### src/sv/srb_pkg.sv
package srb_pkg;

	// field widths fixed by the stream format
	localparam int CMD_W      = 3;
	localparam int SMP_W      = 32;
	localparam int CH_W       = 3;
	localparam int LEN_W      = 6;
	localparam int DIST_W     = 11;
	localparam int STS_W      = 2;
	localparam int LAG_W      = 32;
	localparam int CAP_W      = 11;
	localparam int MASK_W     = 8;
	localparam int CFG_IDX_W  = 8;
	localparam int CFG_DATA_W = 11;

	localparam int CHANNELS   = 8;
	localparam int CAP_RESET  = 1024;
	localparam logic [MASK_W-1:0] MASK_RESET = 8'hFF;

	// s_tdata layout, lowest bit up: sample, channel, read_length, preamble, distance
	localparam int OFS_CH     = 32;
	localparam int OFS_LEN    = 35;
	localparam int OFS_PRE    = 41;
	localparam int OFS_DIST   = 47;
	localparam int IN_DATA_W  = 64;

	// m_tdata layout, lowest bit up: status, data_out, lag
	localparam int OFS_DATA   = 2;
	localparam int OFS_LAG    = 34;
	localparam int OUT_DATA_W = 72;

	localparam logic [CFG_IDX_W-1:0] REG_CAPACITY     = 8'd0;
	localparam logic [CFG_IDX_W-1:0] REG_CHANNEL_MASK = 8'd1;

	typedef enum logic [CMD_W-1:0] {
		CMD_WR_CHECKED   = 3'd0,
		CMD_WR_UNCHECKED = 3'd1,
		CMD_BLOCK_READ   = 3'd2,
		CMD_FAST_FWD     = 3'd3,
		CMD_LAG_QUERY    = 3'd4
	} cmd_t;

	typedef enum logic [STS_W-1:0] {
		STS_OK       = 2'd0,
		STS_FULL     = 2'd1,
		STS_SHORT    = 2'd2,
		STS_DISABLED = 2'd3
	} status_t;

	typedef enum logic [2:0] {
		S_CLEAR,
		S_IDLE,
		S_NORM_WI,
		S_NORM_RI,
		S_FF_MOD,
		S_RD_MOD,
		S_RD_STREAM
	} state_t;

	typedef enum logic [1:0] {
		MOD_WI,
		MOD_RI,
		MOD_PRE,
		MOD_DIST
	} mod_sel_t;

	typedef enum logic [1:0] {
		OP_SIMPLE,
		OP_FF,
		OP_READ
	} op_t;

	typedef struct packed {
		logic     clear_en;
		logic     accept;
		logic     mod_start;
		mod_sel_t mod_sel;
		logic     norm_clear;
		logic     norm_wi_load;
		logic     norm_ri_load;
		logic     ff_apply;
		logic     rd_setup;
		logic     stream_en;
	} ctrl_cmd_t;

	typedef struct packed {
		logic clear_last;
		logic norm_pending;
		logic mod_done;
		logic fifo_room;
		logic inflight;
		op_t  op;
		logic issue_last;
	} dp_status_t;

	typedef struct packed {
		logic [LAG_W-1:0] lag;
		logic [SMP_W-1:0] data;
		logic             last;
		status_t          status;
	} out_item_t;

endpackage

### src/sv/srb_ctrl.sv
module srb_ctrl (
	input  logic                clk,
	input  logic                arst_n,
	input  logic                in_valid,
	output logic                in_ready,
	input  srb_pkg::dp_status_t status,
	output srb_pkg::ctrl_cmd_t  cmd
);
	import srb_pkg::*;

	state_t state_q, state_d;
	logic   accept;

	assign in_ready = (state_q == S_IDLE) && !status.norm_pending && status.fifo_room
		&& !status.inflight;
	assign accept   = in_valid && in_ready;

	always_comb begin
		state_d = state_q;
		case (state_q)
			S_CLEAR: begin
				if (status.clear_last)
					state_d = S_IDLE;
			end
			S_IDLE: begin
				if (status.norm_pending) begin
					state_d = S_NORM_WI;
				end else if (accept) begin
					case (status.op)
						OP_FF:   state_d = S_FF_MOD;
						OP_READ: state_d = S_RD_MOD;
						default: state_d = S_IDLE;
					endcase
				end
			end
			// a new capacity write during renormalization restarts it
			S_NORM_WI: begin
				if (status.norm_pending)
					state_d = S_IDLE;
				else if (status.mod_done)
					state_d = S_NORM_RI;
			end
			S_NORM_RI: begin
				if (status.norm_pending || status.mod_done)
					state_d = S_IDLE;
			end
			S_FF_MOD: begin
				if (status.mod_done)
					state_d = S_IDLE;
			end
			S_RD_MOD: begin
				if (status.mod_done)
					state_d = S_RD_STREAM;
			end
			S_RD_STREAM: begin
				if (status.issue_last)
					state_d = S_IDLE;
			end
			default: state_d = S_IDLE;
		endcase
	end

	always_comb begin
		cmd = '0;
		case (state_q)
			S_CLEAR: cmd.clear_en = 1'b1;
			S_IDLE: begin
				if (status.norm_pending) begin
					cmd.mod_start  = 1'b1;
					cmd.mod_sel    = MOD_WI;
					cmd.norm_clear = 1'b1;
				end else if (accept) begin
					cmd.accept = 1'b1;
					if (status.op == OP_FF) begin
						cmd.mod_start = 1'b1;
						cmd.mod_sel   = MOD_DIST;
					end else if (status.op == OP_READ) begin
						cmd.mod_start = 1'b1;
						cmd.mod_sel   = MOD_PRE;
					end
				end
			end
			S_NORM_WI: begin
				if (!status.norm_pending && status.mod_done) begin
					cmd.norm_wi_load = 1'b1;
					cmd.mod_start    = 1'b1;
					cmd.mod_sel      = MOD_RI;
				end
			end
			S_NORM_RI: begin
				if (!status.norm_pending && status.mod_done)
					cmd.norm_ri_load = 1'b1;
			end
			S_FF_MOD: begin
				if (status.mod_done)
					cmd.ff_apply = 1'b1;
			end
			S_RD_MOD: begin
				if (status.mod_done)
					cmd.rd_setup = 1'b1;
			end
			S_RD_STREAM: cmd.stream_en = 1'b1;
			default: cmd = '0;
		endcase
	end

	always_ff @(posedge clk or negedge arst_n) begin
		if (!arst_n)
			state_q <= S_CLEAR;
		else
			state_q <= state_d;
	end

endmodule

### config.mk
export PLATFORM = sky130hd
export DESIGN_NAME = srb_ctrl
export DESIGN_NICKNAME = d
export VERILOG_FILES = /design/src/sv/srb_pkg.sv /design/src/sv/srb_ctrl.sv
export SDC_FILE = /design/constraint.sdc
export NUM_CORES = 1
export LEC_CHECK = 0
export BUFFER_PORTS_ARGS = -buffer_cell sky130_fd_sc_hd__buf_2
export CAP_MARGIN = 30
export CORE_AREA = 8 8 45 47
export DETAILED_ROUTE_END_ITERATION = 10
export DIE_AREA = 0 0 53 55
export GPL_TIMING_DRIVEN = 0
export SLEW_MARGIN = 20
export SYNTH_ARGS = -nofsm -noshare
export SYNTH_HDL_FRONTEND = slang
export SYNTH_SLANG_ARGS = --single-unit
### constraint.sdc
create_clock -name clk -period 1.29 [get_ports clk]
set_clock_uncertainty 0.15 [all_clocks]
set_input_delay 0.1935 -clock clk [delete_from_list [all_inputs] [get_ports clk]]
set_output_delay 0.1935 -clock clk [all_outputs]
set_load 0.02 [all_outputs]
Yosys cells after proc, flatten, opt, wreduce, memory -nomap -nowiden --
Index checks and enable logic that the tools add are counted.
Word-level totals: bits in latches 0, RAM bits 0, register bits after elaboration 3, logic and storage cells 55, input port bits 11, memories kept 0, output and inout bits 12, ROM bits 0
Operators by class: reduce and logical (&&, ||, !) cells 10, mux-type cells 29, $mul 0, bitwise operators 0, div/mod/pow operators 0, $lt $le $gt $ge 0, equal/unequal tests 15, shifts and indexed selects 0, add/sub/neg operators 0
Operator list (count):
- $mux W3 | 13
- $pmux W3 S7 | 1
- $mux W1 | 12
- $pmux W3 S2 | 2
- $ne A2 B2 Y1 const B | 5
- $eq A3 B3 Y1 const B | 3
- $reduce_and A7 Y1 | 1
- $eq A3 B2 Y1 const B | 2
- $ne A3 B3 Y1 const B | 2
- $logic_and A1 B1 Y1 | 5
- $mux W4 | 1
- $eq A3 B1 Y1 const B | 1
- $logic_not A3 Y1 | 1
- $eq A2 B1 Y1 const B | 1
- $eq A2 B2 Y1 const B | 1
- $logic_not A1 Y1 | 2
- $logic_or A1 B1 Y1 | 1

Longest topological paths before layout --
word-level depth 8, depth in mapped cells 5, mapped depth without buffers 5

Least setup slack after synthesis --
No wires, ideal clock.
kind flip-flop to output port, from reg state_q[2], to out in_ready, slack -0.521 ns, stages on the path, launching flop included 3, buffers on the path 0, arrival time 1.467 ns, path through dfrtp_1 or4b_4 nor3b_1
On the way: word-level cells in the longest chain between the ends 4
RTL lines:
- from (decl) | RTL line srb_ctrl.sv:11 | state_t state_q, state_d;
- from (signal assigned) | RTL line srb_ctrl.sv:111 | state_q <= state_d;
- $eq A3 B1 Y1 | RTL line srb_ctrl.sv:14 | assign in_ready = (state_q == S_IDLE) && !status.norm_pending && status.fifo_room
- $logic_and A1 B1 Y1 (2 in a row) | RTL line srb_ctrl.sv:14
- $logic_and A1 B1 Y1 | RTL line srb_ctrl.sv:15 | && !status.inflight;
- to (decl) | RTL line srb_ctrl.sv:5 | output logic in_ready,
Every way passes these cells.

==> results_dict.tcl <==
set metrics [dict create \
    cellPowerDensity_mw_per_mm2 1792 \
    r2r_setup_slack_ns -0.39 \
    die_h_um 55 \
    critPathMaxFanout 3 \
    r2r-end "state_q[1]$_DFFE_PN0P_" \
    h-tree-depth 1 \
    ys_ff_latch 3 \
    failed_checks "setup timing" \
    fin_nets 101 \
    ys_warn_count 0 \
    synth_nets 62 \
    clock_path_buffers 2 \
    rsz0062_at_grt "true" \
    grt.total_usage_pct 10.38 \
    drtAntennaViolNets 0 \
    cts_sinks 3 \
    start_kind "flip-flop" \
    io_pins 23 \
    insertedDiodeCount 0 \
    cts_buffers 3 \
    tightest_slew_ns 0.3123 \
    largest_reg_flops 3 \
    routed_wl_mm 1.541 \
    grt_pass1_wl_mm 2.359 \
    path_clk_slew_ns 0.04 \
    drive_gt1_share_pct 68.97 \
    ir_drop_uv 1208 \
    drc 0 \
    period_minus_slack_ns 1.874 \
    fmax_mhz 533.5 \
    seq_area_um2 75.07 \
    fill_cells 129 \
    layout_setup_ws_ns -0.5843 \
    grt_max_degree 11 \
    area_growth_syn_to_layout_pct 118.6 \
    arrival_ns 1.53 \
    drtIter0Drc 3 \
    max_slew_margin_pct 79.11 \
    worstSkewPairLatency_ns 0.24 \
    reg_top3 "state_q: 3 flops" \
    top_register "state_q" \
    finalHoldViolations 0 \
    synth_cell_types 28 \
    gp_congestion 0.8030 \
    multi_input_area_um2 374.1 \
    period_share_pct 145.3 \
    cap_viol_max_count 0 \
    layoutNonFillerInstCount 103 \
    drtPass1Iterations 2 \
    dieWidth_um 53 \
    cp.required_ns 0.95 \
    initial_core_util_pct 27.22 \
    cts_tree "yes" \
    hold_class "input pin to asynchronous set/reset pin" \
    worst_r2r_path_depth 8 \
    core_mm2 0.001384 \
    root_buffer "clkbuf_4" \
    r2r-start "state_q[1]$_DFFE_PN0P_" \
    dieArea_mm2 0.002915 \
    syn-cell-area_um2 376.6 \
    grt_pass1_vias 530 \
    finalSetupViolCount 15 \
    viasPerCell 4.951 \
    outcome "complete, but fails checks" \
    p_total_w 0.001475 \
    p_leak_nw 0.4121 \
    grt_overflow_total 0 \
    synth-seq-area-share_pct 19.93 \
    dp_cells 87 \
    wl_per_cell_um 14.96 \
    rows 14 \
    io_buffers 22 \
    worstSetupEndpointType "output pin" \
    via_count 510 \
    antenna_found_initial 0 \
    slew_viol_final 0 \
    crit_type "flip-flop to output pin" \
    synth_area_per_cell_um2 7.686 \
    syn-instance-count 49 \
]
==> synthesized netlist by cell type <==
library cell / instances / area share (%)
nor2_1: 5 / 5.0
inv_1: 4 / 4.0
a21oi_1: 3 / 4.0
dfrtp_1: 3 / 20
a21o_1: 2 / 4.0
a22oi_1: 2 / 4.0
and2_1: 2 / 3.3
buf_4: 2 / 4.0
ha_1: 2 / 6.6
nand2_1: 2 / 2.0
nand2b_1: 2 / 3.3
nor2b_1: 2 / 3.3
nor3_1: 2 / 2.7
o21ai_0: 2 / 2.7
a211o_1: 1 / 2.3
a221oi_1: 1 / 2.3
and2b_1: 1 / 2.0
and3_1: 1 / 1.7
and4_1: 1 / 2.3
buf_2: 1 / 1.3
mux2_2: 1 / 3.0
nand3b_1: 1 / 2.0
nor2_2: 1 / 1.7
nor3_2: 1 / 2.7
nor3b_1: 1 / 2.0
o21bai_1: 1 / 2.0
o311ai_0: 1 / 2.3
or4b_4: 1 / 3.7
==> metal layers <==
| layer | GRT usage [%] | wire length [um] | vias up |
|---|---|---|---|
| met5 | 0 | 0 | - |
| met4 | 1.293 | 16 | 0 |
| met3 | 4.011 | 147 | 2 |
| met2 | 19.53 | 810 | 20 |
| met1 | 10.93 | 567 | 240 |
| li1 | - | - | 248 |
==> worst max-delay path by stage <==
stage / slack, ns / cells past startpoint / endpoint / start
after floorplan: -0.40 / 3 / cmd[6] / state_q[2]$_DFFE_PN0P_
after global placement: -0.37 / 4 / cmd[6] / state_q[2]$_DFFE_PN0P_
after detailed placement: -0.38 / 4 / cmd[6] / state_q[2]$_DFFE_PN0P_
after CTS: -0.58 / 3 / in_ready / state_q[2]$_DFFE_PN0P_
after global routing: -0.64 / 4 / cmd[6] / state_q[1]$_DFFE_PN0P_
final: -0.58 / 4 / cmd[6] / state_q[1]$_DFFE_PN0P_
==> timing repair <==
action	in CTS	in global routing
resized for setup	32	8
buffers inserted	10	1
hold buffers	1	0
pin swaps	8	3
cloned	0	0
setup endpoints to repair	15	15
hold endpoints to repair	3	0
==> worst max-delay path, cell delays in order, from the launching register on <==
cell and delay, ns:
dfrtp_1 0.38, or4b_4 0.57, nor2_4 0.10, a21o_1 0.13
buf_6 0.11
==> cell type report <==
class | instances | area share [%]
tap | 16 | 2.432
buffer | 3 | 4.103
multi-input combinational | 39 | 45.44
clock buffer | 4 | 3.191
sequential | 3 | 9.119
timing repair buffer | 34 | 33.89
inverter | 4 | 1.824
==> cells in the final DEF (no fill, tap or decap), drive strengths merged, types with 2 or more instances in the layout <==
cell type / count
clkbuf: 4
inv: 4
dfrtp: 3
a22oi: 2
nor3: 3
ha: 2
nand2: 2
a21oi: 3
and2: 2
buf: 36
nor2b: 2
nor2: 6
a21o: 2
nand2b: 2
o21ai: 2
==> logic make-up (layout without fill, tap and decap cells) <==
logic type               after synthesis  after routing  synth area share, %
AND/OR/NAND/NOR                       23             23                37.55
AO/OA/AOI/OAI                         13             13                23.59
buffers and inverters                  7             45                9.299
flip-flops                             3              3                19.93
adder cells (fa/ha/maj)                2              2                6.643
multiplexers                           1              1                2.990
==> metrics by stage <==
stage | hold slack (ns) | cell area, um^2 | setup TNS, ns | setup WS (ns) | util [%]
3_5_place_dp | -0.1590 | 564.3 | -1.983 | -0.3813 | 40.78
3_3_place_gp | -0.1605 | 564.3 | -1.959 | -0.3712 | 40.78
5_1_grt | 0.1289 | 823.3 | -7.462 | -0.6405 | 59.49
4_1_cts | 0.1223 | 785.8 | -5.414 | -0.5776 | 56.78
6_report | 0.1291 | 823.3 | -6.593 | -0.5843 | 59.49
2_1_floorplan | -0.2521 | 434.2 | -1.640 | -0.3970 | -
==> where the power goes <==
part           internal [W]  switching, W  total [W]
logic              0.000615      0.000538    0.00115
registers          0.000128     0.0000204   0.000148
clock network      0.000117     0.0000579   0.000174
total              0.000859      0.000616    0.00148
No activity file was read; power rests on OpenSTA's default activity.
